===== src/rtl/core/mcit_pkg.sv =====
// shared constants, codes and types for the multi-channel interval timer
// no dependencies
`timescale 1ns / 1ps

package mcit_pkg;

   localparam int TIMER_COUNT = 8;
   localparam int POOL_SLOTS  = (TIMER_COUNT < 8) ? TIMER_COUNT : 8;
   localparam int ADDR_W      = (POOL_SLOTS > 1) ? $clog2(POOL_SLOTS) : 1;
   localparam int SLOT_W      = 3;

   localparam logic [2:0] REQ_TICK      = 3'd0;
   localparam logic [2:0] REQ_START     = 3'd1;
   localparam logic [2:0] REQ_STOP      = 3'd2;
   localparam logic [2:0] REQ_SET_DUR   = 3'd3;
   localparam logic [2:0] REQ_SET_RELOAD = 3'd4;
   localparam logic [2:0] REQ_SET_TAG   = 3'd5;
   localparam logic [2:0] REQ_RESTART   = 3'd6;
   localparam logic [2:0] REQ_QUERY     = 3'd7;

   localparam logic [1:0] STATUS_OK           = 2'd0;
   localparam logic [1:0] STATUS_BAD_HANDLE   = 2'd1;
   localparam logic [1:0] STATUS_BAD_INTERVAL = 2'd2;
   localparam logic [1:0] STATUS_NO_RESOURCE  = 2'd3;

   localparam logic KIND_RESPONSE = 1'b0;
   localparam logic KIND_EXPIRY   = 1'b1;

   typedef struct packed {
      logic [31:0] start_time;
      logic [31:0] interval;
      logic        reload;
      logic [31:0] tag;
   } entry_type;

   typedef struct packed {
      logic              wr_en;
      logic [ADDR_W-1:0] wr_addr;
      entry_type         wr_data;
      logic              rd_en;
      logic [ADDR_W-1:0] rd_addr;
   } ram_ctrl_type;

   typedef struct packed {
      logic              kind;
      logic [1:0]        status;
      logic [SLOT_W-1:0] slot;
      logic [31:0]       tag_out;
      logic [31:0]       duration_out;
      logic [31:0]       remaining;
      logic [31:0]       elapsed;
      logic              reload_out;
      logic              last;
   } rsp_type;

endpackage


===== src/rtl/core/mcit_req_if.sv =====
// request channel of the interval timer: valid, ready and the request fields
// no dependencies
`timescale 1ns / 1ps

interface mcit_req_if;
   logic        valid;
   logic        ready;
   logic [2:0]  req_type;
   logic [2:0]  timer_index;
   logic [31:0] duration;
   logic        auto_reload;
   logic        reset_now;
   logic [31:0] user_tag;

   modport source (output valid, req_type, timer_index, duration, auto_reload,
                   reset_now, user_tag, input ready);
   modport sink (input valid, req_type, timer_index, duration, auto_reload,
                 reset_now, user_tag, output ready);
endinterface


===== src/rtl/core/mcit_rsp_if.sv =====
// result channel of the interval timer: valid, ready and the result fields
// no dependencies
`timescale 1ns / 1ps

interface mcit_rsp_if;
   logic        valid;
   logic        ready;
   logic        kind;
   logic [1:0]  status;
   logic [2:0]  slot;
   logic [31:0] tag_out;
   logic [31:0] duration_out;
   logic [31:0] remaining;
   logic [31:0] elapsed;
   logic        reload_out;
   logic        last;

   modport source (output valid, kind, status, slot, tag_out, duration_out,
                   remaining, elapsed, reload_out, last, input ready);
   modport sink (input valid, kind, status, slot, tag_out, duration_out,
                 remaining, elapsed, reload_out, last, output ready);
endinterface


===== src/rtl/core/mcit_entry_ram.sv =====
// per-slot timer entry memory, one write and one registered read port
// depends on mcit_pkg
`timescale 1ns / 1ps

module mcit_entry_ram (
   input  logic                  clock,
   input  mcit_pkg::ram_ctrl_type ctrl,
   output mcit_pkg::entry_type   rd_data
);

   mcit_pkg::entry_type mem [mcit_pkg::POOL_SLOTS];
   mcit_pkg::entry_type rd_data_ff;

   always_ff @(posedge clock) begin
      if (ctrl.wr_en) begin
         mem[ctrl.wr_addr] <= ctrl.wr_data;
      end
   end

   always_ff @(posedge clock) begin
      if (ctrl.rd_en) begin
         rd_data_ff <= mem[ctrl.rd_addr];
      end
   end

   assign rd_data = rd_data_ff;

endmodule


===== src/rtl/core/mcit_rsp_reg.sv =====
// output register of the result channel
// depends on mcit_pkg and mcit_rsp_if
`timescale 1ns / 1ps

module mcit_rsp_reg (
   input  logic              clock,
   input  logic              reset,
   input  logic              push,
   input  mcit_pkg::rsp_type push_data,
   output logic              out_free,
   mcit_rsp_if.source        rsp_chan
);

   logic              rsp_valid_ff;
   logic              rsp_valid_in;
   mcit_pkg::rsp_type rsp_data_ff;

   assign out_free = !rsp_valid_ff || rsp_chan.ready;

   always_comb begin
      rsp_valid_in = rsp_valid_ff;
      if (push) begin
         rsp_valid_in = 1'b1;
      end else if (rsp_chan.ready) begin
         rsp_valid_in = 1'b0;
      end
   end

   always_ff @(posedge clock) begin
      if (reset) begin
         rsp_valid_ff <= 1'b0;
      end else begin
         rsp_valid_ff <= rsp_valid_in;
      end
   end

   always_ff @(posedge clock) begin
      if (push) begin
         rsp_data_ff <= push_data;
      end
   end

   assign rsp_chan.valid        = rsp_valid_ff;
   assign rsp_chan.kind         = rsp_data_ff.kind;
   assign rsp_chan.status       = rsp_data_ff.status;
   assign rsp_chan.slot         = rsp_data_ff.slot;
   assign rsp_chan.tag_out      = rsp_data_ff.tag_out;
   assign rsp_chan.duration_out = rsp_data_ff.duration_out;
   assign rsp_chan.remaining    = rsp_data_ff.remaining;
   assign rsp_chan.elapsed      = rsp_data_ff.elapsed;
   assign rsp_chan.reload_out   = rsp_data_ff.reload_out;
   assign rsp_chan.last         = rsp_data_ff.last;

endmodule


===== src/rtl/core/multi_channel_interval_timer_top.sv =====
// interval timer pool: sequencer, slot activity bits, counter and limit register
// a command result is registered in the output register once the result channel has room
// a tick scans the slots in order, one memory read per slot, then flushes the held
// expiry; a scan or a command waits while the result channel stalls
// reset clears the counter, activity bits and sequencer and sets max_duration
// to all ones; the entry memory is not cleared
`timescale 1ns / 1ps

module multi_channel_interval_timer_top (
   input  logic        clock,
   input  logic        reset,
   mcit_req_if.sink    req_chan,
   mcit_rsp_if.source  rsp_chan,
   input  logic        csr_wr_en,
   input  logic [31:0] csr_wr_data
);

   localparam logic [2:0] S_IDLE  = 3'd0;
   localparam logic [2:0] S_CMD   = 3'd1;
   localparam logic [2:0] S_SCAN  = 3'd2;
   localparam logic [2:0] S_FLUSH = 3'd3;
   localparam logic [2:0] S_RESP  = 3'd4;

   localparam int AW = mcit_pkg::ADDR_W;
   localparam logic [AW-1:0] LAST_ADDR = AW'(mcit_pkg::POOL_SLOTS - 1);

   logic [2:0]                    state_ff, state_in;
   logic [31:0]                   now_ff, now_in;
   logic [31:0]                   max_dur_ff;
   logic [mcit_pkg::POOL_SLOTS-1:0] active_ff, active_in;
   logic [AW-1:0]                 scan_ff, scan_in;
   logic                          pend_valid_ff, pend_valid_in;
   logic [mcit_pkg::SLOT_W-1:0]   pend_slot_ff, pend_slot_in;
   logic [31:0]                   pend_tag_ff, pend_tag_in;
   mcit_pkg::rsp_type             resp_ff, resp_in;

   logic [2:0]                    op_ff;
   logic [AW-1:0]                 addr_ff;
   logic [mcit_pkg::SLOT_W-1:0]   slot_ff;
   logic [31:0]                   dur_ff;
   logic                          rel_ff;
   logic                          rnow_ff;
   logic [31:0]                   tag_ff;

   mcit_pkg::ram_ctrl_type        ram_ctrl;
   mcit_pkg::entry_type           rd_entry;
   mcit_pkg::entry_type           wb_entry;
   mcit_pkg::rsp_type             push_data;
   logic                          push;
   logic                          out_free;

   logic                          req_xfer;
   logic [AW-1:0]                 req_addr;
   logic                          idx_ok;
   logic                          free_found;
   logic [AW-1:0]                 free_addr;
   logic [31:0]                   el;
   logic [31:0]                   rem;
   logic                          expire;

   mcit_entry_ram u_ram (
      .clock   (clock),
      .ctrl    (ram_ctrl),
      .rd_data (rd_entry)
   );

   mcit_rsp_reg u_rsp (
      .clock     (clock),
      .reset     (reset),
      .push      (push),
      .push_data (push_data),
      .out_free  (out_free),
      .rsp_chan  (rsp_chan)
   );

   assign req_chan.ready = (state_ff == S_IDLE);
   assign req_xfer       = req_chan.valid && req_chan.ready;
   assign req_addr       = req_chan.timer_index[AW-1:0];
   assign idx_ok         = ({1'b0, req_chan.timer_index} < 4'(mcit_pkg::POOL_SLOTS))
                           && active_ff[req_addr];

   always_comb begin
      free_found = 1'b0;
      free_addr  = '0;
      for (int i = mcit_pkg::POOL_SLOTS - 1; i >= 0; i--) begin
         if (!active_ff[i]) begin
            free_found = 1'b1;
            free_addr  = AW'(i);
         end
      end
   end

   // elapsed and remaining of the entry just read
   assign el     = now_ff - rd_entry.start_time;
   assign rem    = rd_entry.interval - el;
   assign expire = active_ff[scan_ff] && (rd_entry.interval < el);

   always_comb begin
      state_in      = state_ff;
      now_in        = now_ff;
      active_in     = active_ff;
      scan_in       = scan_ff;
      pend_valid_in = pend_valid_ff;
      pend_slot_in  = pend_slot_ff;
      pend_tag_in   = pend_tag_ff;
      resp_in       = resp_ff;
      ram_ctrl      = '0;
      wb_entry      = rd_entry;
      push          = 1'b0;
      push_data     = '0;

      unique case (state_ff)
         S_IDLE: begin
            if (req_xfer) begin
               resp_in        = '0;
               resp_in.kind   = mcit_pkg::KIND_RESPONSE;
               resp_in.last   = 1'b1;
               state_in       = S_RESP;
               if (req_chan.req_type == mcit_pkg::REQ_TICK) begin
                  now_in           = now_ff + 32'd1;
                  scan_in          = '0;
                  ram_ctrl.rd_en   = 1'b1;
                  ram_ctrl.rd_addr = '0;
                  state_in         = S_SCAN;
               end else if (req_chan.req_type == mcit_pkg::REQ_START) begin
                  if (req_chan.duration > max_dur_ff) begin
                     resp_in.status = mcit_pkg::STATUS_BAD_INTERVAL;
                  end else if (free_found) begin
                     ram_ctrl.wr_en              = 1'b1;
                     ram_ctrl.wr_addr            = free_addr;
                     ram_ctrl.wr_data.start_time = now_ff;
                     ram_ctrl.wr_data.interval   = req_chan.duration;
                     ram_ctrl.wr_data.reload     = req_chan.auto_reload;
                     ram_ctrl.wr_data.tag        = req_chan.user_tag;
                     active_in[free_addr]        = 1'b1;
                     resp_in.status              = mcit_pkg::STATUS_OK;
                     resp_in.slot                = mcit_pkg::SLOT_W'(free_addr);
                  end else begin
                     resp_in.status = mcit_pkg::STATUS_NO_RESOURCE;
                  end
               end else begin
                  resp_in.slot = req_chan.timer_index;
                  if (!idx_ok) begin
                     resp_in.status = mcit_pkg::STATUS_BAD_HANDLE;
                  end else if (req_chan.req_type == mcit_pkg::REQ_STOP) begin
                     active_in[req_addr] = 1'b0;
                     resp_in.status      = mcit_pkg::STATUS_OK;
                  end else begin
                     ram_ctrl.rd_en   = 1'b1;
                     ram_ctrl.rd_addr = req_addr;
                     state_in         = S_CMD;
                  end
               end
            end
         end

         // read-modify-write of the addressed entry; a query only reads it
         S_CMD: begin
            if (out_free) begin
               push           = 1'b1;
               push_data.kind = mcit_pkg::KIND_RESPONSE;
               push_data.slot = slot_ff;
               push_data.last = 1'b1;
               state_in       = S_IDLE;
               ram_ctrl.wr_addr = addr_ff;
               unique case (op_ff)
                  mcit_pkg::REQ_SET_DUR: begin
                     if (dur_ff > max_dur_ff) begin
                        push_data.status = mcit_pkg::STATUS_BAD_INTERVAL;
                     end else begin
                        wb_entry.interval = dur_ff;
                        if (rnow_ff) begin
                           wb_entry.start_time = now_ff;
                        end
                        ram_ctrl.wr_en = 1'b1;
                     end
                  end
                  mcit_pkg::REQ_SET_RELOAD: begin
                     wb_entry.reload = rel_ff;
                     ram_ctrl.wr_en  = 1'b1;
                  end
                  mcit_pkg::REQ_SET_TAG: begin
                     wb_entry.tag   = tag_ff;
                     ram_ctrl.wr_en = 1'b1;
                  end
                  mcit_pkg::REQ_RESTART: begin
                     wb_entry.start_time = now_ff;
                     ram_ctrl.wr_en      = 1'b1;
                  end
                  mcit_pkg::REQ_QUERY: begin
                     push_data.tag_out      = rd_entry.tag;
                     push_data.duration_out = rd_entry.interval;
                     push_data.remaining    = rem;
                     push_data.elapsed      = el;
                     push_data.reload_out   = rd_entry.reload;
                  end
                  default: begin
                  end
               endcase
               ram_ctrl.wr_data = wb_entry;
            end
         end

         // one slot per cycle unless a held expiry cannot be pushed; an expiry is held back until the next is known
         S_SCAN: begin
            if (!(expire && pend_valid_ff && !out_free)) begin
               if (expire) begin
                  if (pend_valid_ff) begin
                     push              = 1'b1;
                     push_data.kind    = mcit_pkg::KIND_EXPIRY;
                     push_data.slot    = pend_slot_ff;
                     push_data.tag_out = pend_tag_ff;
                  end
                  pend_valid_in = 1'b1;
                  pend_slot_in  = mcit_pkg::SLOT_W'(scan_ff);
                  pend_tag_in   = rd_entry.tag;
                  if (rd_entry.reload) begin
                     wb_entry.start_time = now_ff;
                     ram_ctrl.wr_en      = 1'b1;
                     ram_ctrl.wr_addr    = scan_ff;
                     ram_ctrl.wr_data    = wb_entry;
                  end else begin
                     active_in[scan_ff] = 1'b0;
                  end
               end
               if (scan_ff == LAST_ADDR) begin
                  state_in = S_FLUSH;
               end else begin
                  scan_in          = scan_ff + 1'b1;
                  ram_ctrl.rd_en   = 1'b1;
                  ram_ctrl.rd_addr = scan_ff + 1'b1;
               end
            end
         end

         S_FLUSH: begin
            if (!pend_valid_ff) begin
               state_in = S_IDLE;
            end else if (out_free) begin
               push              = 1'b1;
               push_data.kind    = mcit_pkg::KIND_EXPIRY;
               push_data.slot    = pend_slot_ff;
               push_data.tag_out = pend_tag_ff;
               push_data.last    = 1'b1;
               pend_valid_in     = 1'b0;
               state_in          = S_IDLE;
            end
         end

         S_RESP: begin
            if (out_free) begin
               push      = 1'b1;
               push_data = resp_ff;
               state_in  = S_IDLE;
            end
         end

         default: begin
            state_in = S_IDLE;
         end
      endcase
   end

   always_ff @(posedge clock) begin
      if (reset) begin
         state_ff      <= S_IDLE;
         now_ff        <= '0;
         max_dur_ff    <= '1;
         active_ff     <= '0;
         scan_ff       <= '0;
         pend_valid_ff <= 1'b0;
      end else begin
         state_ff      <= state_in;
         now_ff        <= now_in;
         active_ff     <= active_in;
         scan_ff       <= scan_in;
         pend_valid_ff <= pend_valid_in;
         if (csr_wr_en) begin
            max_dur_ff <= csr_wr_data;
         end
      end
   end

   always_ff @(posedge clock) begin
      pend_slot_ff <= pend_slot_in;
      pend_tag_ff  <= pend_tag_in;
      resp_ff      <= resp_in;
      if (req_xfer) begin
         op_ff   <= req_chan.req_type;
         addr_ff <= req_addr;
         slot_ff <= req_chan.timer_index;
         dur_ff  <= req_chan.duration;
         rel_ff  <= req_chan.auto_reload;
         rnow_ff <= req_chan.reset_now;
         tag_ff  <= req_chan.user_tag;
      end
   end

   a_idle_no_pending: assert property (@(posedge clock) disable iff (reset)
      (state_ff == S_IDLE) |-> !pend_valid_ff)
      else $error("held expiry left over after scan");

   a_tick_starts_scan: assert property (@(posedge clock) disable iff (reset)
      (req_xfer && req_chan.req_type == mcit_pkg::REQ_TICK) |=>
      (state_ff == S_SCAN && scan_ff == '0))
      else $error("tick transfer did not start a scan at slot zero");

   a_scan_not_last: assert property (@(posedge clock) disable iff (reset)
      (push && state_ff == S_SCAN) |-> (!push_data.last && push_data.kind))
      else $error("expiry pushed mid-scan marked last or not an expiry");

   a_write_no_read_clash: assert property (@(posedge clock) disable iff (reset)
      (ram_ctrl.wr_en && ram_ctrl.rd_en) |-> (ram_ctrl.wr_addr != ram_ctrl.rd_addr))
      else $error("entry memory read and written at the same slot");

endmodule

===== src/flat_wrapper.sv =====
// flat-port wrapper written by rule: the top's interface ports become plain ports
module multi_channel_interval_timer_top_flat 
  (clock, reset, csr_wr_en, csr_wr_data, req_chan_valid, req_chan_req_type, req_chan_timer_index, req_chan_duration, req_chan_auto_reload, req_chan_reset_now, req_chan_user_tag, req_chan_ready, rsp_chan_valid, rsp_chan_kind, rsp_chan_status, rsp_chan_slot, rsp_chan_tag_out, rsp_chan_duration_out, rsp_chan_remaining, rsp_chan_elapsed, rsp_chan_reload_out, rsp_chan_last, rsp_chan_ready);
  mcit_req_if req_chan_i ();
  mcit_rsp_if rsp_chan_i ();
  input  logic clock;
  input  logic reset;
  input  logic csr_wr_en;
  input  logic [31:0] csr_wr_data;
  input wire logic [$bits(req_chan_i.valid)-1:0] req_chan_valid;
  input wire logic [$bits(req_chan_i.req_type)-1:0] req_chan_req_type;
  input wire logic [$bits(req_chan_i.timer_index)-1:0] req_chan_timer_index;
  input wire logic [$bits(req_chan_i.duration)-1:0] req_chan_duration;
  input wire logic [$bits(req_chan_i.auto_reload)-1:0] req_chan_auto_reload;
  input wire logic [$bits(req_chan_i.reset_now)-1:0] req_chan_reset_now;
  input wire logic [$bits(req_chan_i.user_tag)-1:0] req_chan_user_tag;
  output wire logic [$bits(req_chan_i.ready)-1:0] req_chan_ready;
  output wire logic [$bits(rsp_chan_i.valid)-1:0] rsp_chan_valid;
  output wire logic [$bits(rsp_chan_i.kind)-1:0] rsp_chan_kind;
  output wire logic [$bits(rsp_chan_i.status)-1:0] rsp_chan_status;
  output wire logic [$bits(rsp_chan_i.slot)-1:0] rsp_chan_slot;
  output wire logic [$bits(rsp_chan_i.tag_out)-1:0] rsp_chan_tag_out;
  output wire logic [$bits(rsp_chan_i.duration_out)-1:0] rsp_chan_duration_out;
  output wire logic [$bits(rsp_chan_i.remaining)-1:0] rsp_chan_remaining;
  output wire logic [$bits(rsp_chan_i.elapsed)-1:0] rsp_chan_elapsed;
  output wire logic [$bits(rsp_chan_i.reload_out)-1:0] rsp_chan_reload_out;
  output wire logic [$bits(rsp_chan_i.last)-1:0] rsp_chan_last;
  input wire logic [$bits(rsp_chan_i.ready)-1:0] rsp_chan_ready;
  assign req_chan_i.valid = req_chan_valid;
  assign req_chan_i.req_type = req_chan_req_type;
  assign req_chan_i.timer_index = req_chan_timer_index;
  assign req_chan_i.duration = req_chan_duration;
  assign req_chan_i.auto_reload = req_chan_auto_reload;
  assign req_chan_i.reset_now = req_chan_reset_now;
  assign req_chan_i.user_tag = req_chan_user_tag;
  assign req_chan_ready = req_chan_i.ready;
  assign rsp_chan_valid = rsp_chan_i.valid;
  assign rsp_chan_kind = rsp_chan_i.kind;
  assign rsp_chan_status = rsp_chan_i.status;
  assign rsp_chan_slot = rsp_chan_i.slot;
  assign rsp_chan_tag_out = rsp_chan_i.tag_out;
  assign rsp_chan_duration_out = rsp_chan_i.duration_out;
  assign rsp_chan_remaining = rsp_chan_i.remaining;
  assign rsp_chan_elapsed = rsp_chan_i.elapsed;
  assign rsp_chan_reload_out = rsp_chan_i.reload_out;
  assign rsp_chan_last = rsp_chan_i.last;
  assign rsp_chan_i.ready = rsp_chan_ready;
  multi_channel_interval_timer_top u_core (.clock(clock), .reset(reset), .req_chan(req_chan_i), .rsp_chan(rsp_chan_i), .csr_wr_en(csr_wr_en), .csr_wr_data(csr_wr_data));
endmodule

===== config.mk =====
export PLATFORM = sky130hd
export DESIGN_NAME = multi_channel_interval_timer_top_flat
export DESIGN_NICKNAME = d
export VERILOG_FILES = /design/src/rtl/core/mcit_pkg.sv /design/src/rtl/core/mcit_req_if.sv /design/src/rtl/core/mcit_rsp_if.sv /design/src/rtl/core/mcit_entry_ram.sv /design/src/rtl/core/mcit_rsp_reg.sv /design/src/rtl/core/multi_channel_interval_timer_top.sv /design/src/flat_wrapper.sv
export SDC_FILE = /design/constraint.sdc
export NUM_CORES = 2
export LEC_CHECK = 0
export ABC_AREA = 1
export BUFFER_PORTS_ARGS = -buffer_cell sky130_fd_sc_hd__buf_2
export CAP_MARGIN = 20
export CORE_UTILIZATION = 40
export CTS_BUF_LIST = sky130_fd_sc_hd__clkbuf_8
export CTS_CLUSTER_DIAMETER = 120
export DETAILED_ROUTE_END_ITERATION = 7
export PLACE_DENSITY_LB_ADDON = 0.1
export SYNTH_ARGS = -nofsm -noshare
export SYNTH_HDL_FRONTEND = slang
export SYNTH_SLANG_ARGS = --single-unit

===== constraint.sdc =====
create_clock -name clock -period 22.6 [get_ports clock]
set_input_delay 2.26 -clock clock [delete_from_list [all_inputs] [get_ports clock]]
set_output_delay 2.26 -clock clock [all_outputs]
set_load 0.02 [all_outputs]

==> results.txt <==
----------------------------------------------------
[Detailed routing]
  Final antenna-violating net count ... 0
  Aggregate routed wire length ... 166000 um
  DRC viols ... 0
  First DRT Iteration DRCs ... 3600
  Drt first pass iters ... 6
  Average detailed-routed wire length per instance ... ~24 um
  Met2 routed WL ... about 74000 um
  Met1 WL ... 76600 um
  Routed length on met3 ... 11500 um
  Via density per instance ... 5.49
  Top metal layer carrying routed signals ... met4
  Count of vias placed by the detailed router ... 38670

[Floorplanning]
  Floorplan die area ... 137000 um2
  Placeable Area ... ~130000 um2
  Number of standard-cell rows in the floorplan ... 134
  Effective utilization at floorplan ... about two fifths
  Vertical die dimension ... 370 um
  Top-Level Pins ... approximately 250
  Width of the die ... 370 um

[Power]
  Proportion of total power due to net switching ... 29.6%
  Power per unit of standard cell area ... just under 90 nW/um2
  Proportion of power drawn by flip-flops and latches ... between 50% and 60%
  Maximum vdd ir drop ... 0.0573 mV
  Relative contribution of combinational cells to total power ... ~15%
  Clk pwr share ... between 30% and 40%
  Sw power ... 1.57 mW
  Leakage power figure ... 23.0 nW
  Internal power ... 3.74 mW

[STA]
  Total negative slack ... 0 ns
  Max-slew headroom at the worst pin ... 22.6%
  Fin Clk Skew ... 0.0407 ns
  Post-route worst hold slack ... 0.440 ns
  Final clock period utilization by the worst path ... 39.4%
  Slew at the pin closest to its max-slew limit ... 1.16 ns
  F_max ... 112 MHz
  Setup violations, final ... 0
  Pins Over Slew Limit ... 0
  RSZ-0062 raised after global routing ... false
  Shortest period the worst path allows ... 8.90 ns
  Hold Violations, Final ... 0

[Worst setup path]
  WP data required ... 23.15 ns
  Gate family responsible for the most delay along the worst path ... simple AND/OR/NAND/NOR gates
  Critical path data arrival time ... 9.44 ns
  Most common cell on crit path ... sky130_fd_sc_hd__nand2_1
  Number of cells on the critical path ... 33
  Cells on worst reg2reg path ... 33
  Category of the critical setup timing path ... flip-flop to flip-flop
  Type of element launching the critical path ... flip-flop
  Crit Path Max Fanout ... between 40 and 50
  Endpoint class of the critical path ... flip-flop
  Worst stage delay on the critical path ... 0.79 ns
  Critical Path Slowest Stage Cell ... sky130_fd_sc_hd__buf_4
  Buf+Inv Stages, Crit Path ... 7

[Run]
  Max Cap Viol ... 0

[Clock tree]
  TritonCTS clock tree ... done
  Number of instances resized during post-cts repair ... 0
  Number of buffers added by the clock tree synthesis step ... 207
  Depth of the CTS H-tree ... 4
  Post-CTS Setup Repair Bufs ... 0
  Hold-fix buffer count after cts ... 0
  Clock Tree Root ... sky130_fd_sc_hd__clkbuf_8
  Clock sink count ... 1201
  Maximum count of clock buffers along a single path ... 3
  Insertion delay to the later sink of the worst-skew pair ... 0.94 ns
  Clock-pin slew reported for the worst setup and hold paths after clock tree synthesis ... 0.06 ns

[Layout]
  Post-layout nets ... 5349
  Final non-filler cell area ... ~61000 um2
  Relative area change from synthesis to final layout ... 11.9%
  Post-layout instance count excluding filler cells ... 7043
  Final core utilization ... 45.3%
  Fraction of layout instances using a drive strength above 1 ... 13.7%

[Run status]
  Outcome ... finished, final reports clean

[Synthesis]
  Number of flops mapped to enable cells by yosys ... ~1100
  Portion of the post-synthesis area used by sequential elements ... roughly 65%
  Fraction of registers with async set/reset ... 0%
  Fraction of post-synthesis cell area in the top cell type by area ... 62.0%
  Post-Syn Instances ... 4857
  Yosys Warn Count ... 0
  Post-Syn Area ... 54300 um2
  Net count of the mapped netlist ... 5097
  Post-synthesis cell type with the largest combined area ... sky130_fd_sc_hd__edfxtp_1
  Unique cell type count in the Yosys netlist ... 56
  Leading post-synthesis cells by instance count ... sky130_fd_sc_hd__edfxtp_1, sky130_fd_sc_hd__nand3_1, sky130_fd_sc_hd__nand2_1, sky130_fd_sc_hd__inv_1, sky130_fd_sc_hd__o21ai_0
  Leading register cell type out of synthesis ... sky130_fd_sc_hd__edfxtp_1
  Avg Synthesized Cell Area ... 11.2 um2
  Most instantiated library cell after synthesis ... sky130_fd_sc_hd__edfxtp_1
  Synthesis-stage register bit count ... 1201
  Cells taking the most area after synthesis ... sky130_fd_sc_hd__edfxtp_1, sky130_fd_sc_hd__nand3_1, sky130_fd_sc_hd__nand2_1

[GRT]
  Vias in the first global route ... 37063
  GRT Total Usage ... 24.0%
  Leftover overflow at the end of global routing ... 0
  Largest net degree at the start of global routing ... 151
  First-pass GRT wire length ... ~250000 um
  Antenna violations before repair ... 9

[Place]
  Count of buffers inserted at the top-level ports ... 246
  GP Congestion ... around 0.92
  Area post-placement ... 56800 um2
  Detailed placement HPWL ... 101000 um
  Post-placement cell count ... 6661

[Min path]
  Type of the most critical hold path ... flip-flop to flip-flop
  Hold depth ... 0

----------------------------------------------------
-- final timing paths --
path	startpoint	slack, ns	to
max reg2reg	u_core.now_ff[0]$_SDFFE_PP0P_	13.70	u_core.u_ram.mem[5][8]$_DFFE_PP_
min	u_core.u_ram.rd_data[6]$_DFFE_PP_	0.44	u_core.pend_tag_ff[6]$_DFFE_PP_
max	u_core.now_ff[0]$_SDFFE_PP0P_	13.70	u_core.u_ram.mem[5][8]$_DFFE_PP_
min reg2reg	u_core.u_ram.rd_data[6]$_DFFE_PP_	0.44	u_core.pend_tag_ff[6]$_DFFE_PP_
-- routing by layer --
| metal | vias to the layer above | global-route usage, % |
|---|---|---|
| met2 | 1306 | 36.5 |
| met3 | 230 | 4.40 |
| li1 | 18084 | - |
| met5 | - | 0 |
| met1 | 19050 | 34.8 |
| met4 | 0 | 7.31 |
-- power groups by stage --
| stage | clock network (mW) | logic [mW] | registers [mW] |
|---|---|---|---|
| 6_report | 1.85 | 0.794 | 2.66 |
| 5_1_grt | 1.99 | 0.874 | 2.67 |
| 4_1_cts | 1.90 | 0.795 | 2.66 |
| 3_5_place_dp | 0 | 0.791 | 2.71 |
| 3_3_place_gp | 0 | 0.788 | 2.71 |
| 2_1_floorplan | 0 | 0.455 | 2.73 |
-- area by class of cell --
class	count	area (um2)
diodes	3	7.51
clock buffers	208	2860
clock inverters	164	920
fillers	12597	73300
inverters	296	1120
multi-input cells	3080	16500
flip-flops and latches	1201	35300
well taps	1768	2210
repair buffers	323	1850
-- state kept, by name, summed over array words and instances (netlist names), 5 cells and up --
register / count
u_core.u_rsp.rsp_chan.elapsed: 32
u_core.u_ram.mem: 776
u_core.dur_ff: 32
u_core.u_rsp.rsp_chan.remaining: 32
u_core.u_ram.rd_data: 97
u_core.tag_ff: 32
u_core.u_rsp.rsp_chan.tag_out: 32
u_core.pend_tag_ff: 32
u_core.resp_ff: 5
u_core.u_rsp.rsp_chan.duration_out: 32
u_core.now_ff: 32
u_core.max_dur_ff: 32
u_core.active_ff: 8
-- cells in the final DEF, fill, tap and decap left out, types with 7 or more instances in the layout --
cell type / instances
sky130_fd_sc_hd__o221ai_1: 18
sky130_fd_sc_hd__a21o_1: 8
sky130_fd_sc_hd__clkinv_2: 16
sky130_fd_sc_hd__o21ai_0: 286
sky130_fd_sc_hd__clkinv_1: 53
sky130_fd_sc_hd__nor3_1: 39
sky130_fd_sc_hd__xnor2_1: 16
sky130_fd_sc_hd__a31oi_1: 12
sky130_fd_sc_hd__nand3_1: 970
sky130_fd_sc_hd__nor2_4: 10
sky130_fd_sc_hd__buf_2: 246
sky130_fd_sc_hd__nand4_1: 54
sky130_fd_sc_hd__a21oi_1: 247
sky130_fd_sc_hd__o21a_1: 11
sky130_fd_sc_hd__ha_1: 129
sky130_fd_sc_hd__o21bai_1: 21
sky130_fd_sc_hd__o211ai_1: 37
sky130_fd_sc_hd__nor4_1: 9
sky130_fd_sc_hd__xor2_1: 19
sky130_fd_sc_hd__nor2_2: 7
sky130_fd_sc_hd__bufinv_16: 7
sky130_fd_sc_hd__inv_1: 362
sky130_fd_sc_hd__edfxtp_1: 1121
sky130_fd_sc_hd__o22ai_1: 9
sky130_fd_sc_hd__nand2_1: 844
sky130_fd_sc_hd__nand3_2: 96
sky130_fd_sc_hd__nor2_1: 175
sky130_fd_sc_hd__nand2_2: 11
sky130_fd_sc_hd__buf_4: 68
sky130_fd_sc_hd__dfxtp_1: 80
sky130_fd_sc_hd__clkbuf_8: 208
-- kinds of logic after synthesis --
kind of cell / after synthesis / share of synthesized area (%)
and+or+nand+nor: 2238 / 19.5
DFF: 1201 / 65.0
AOI/OAI and AO/OA: 676 / 6.92
buffers and inverters: 576 / 4.97
adders and majority gates: 131 / 3.05
xor gates and xnor gates: 35 / 0.565
-- per-stage QoR --
stage / setup slack [ns] / total power [mW]
4_1_cts: 13.66 / 5.36
2_1_floorplan: 12.48 / 3.19
6_report: 13.70 / 5.31
5_1_grt: 12.95 / 5.54
3_5_place_dp: 13.67 / 3.50
3_3_place_gp: 13.80 / 3.50
Note: power is estimated with default switching activity, not from simulation.
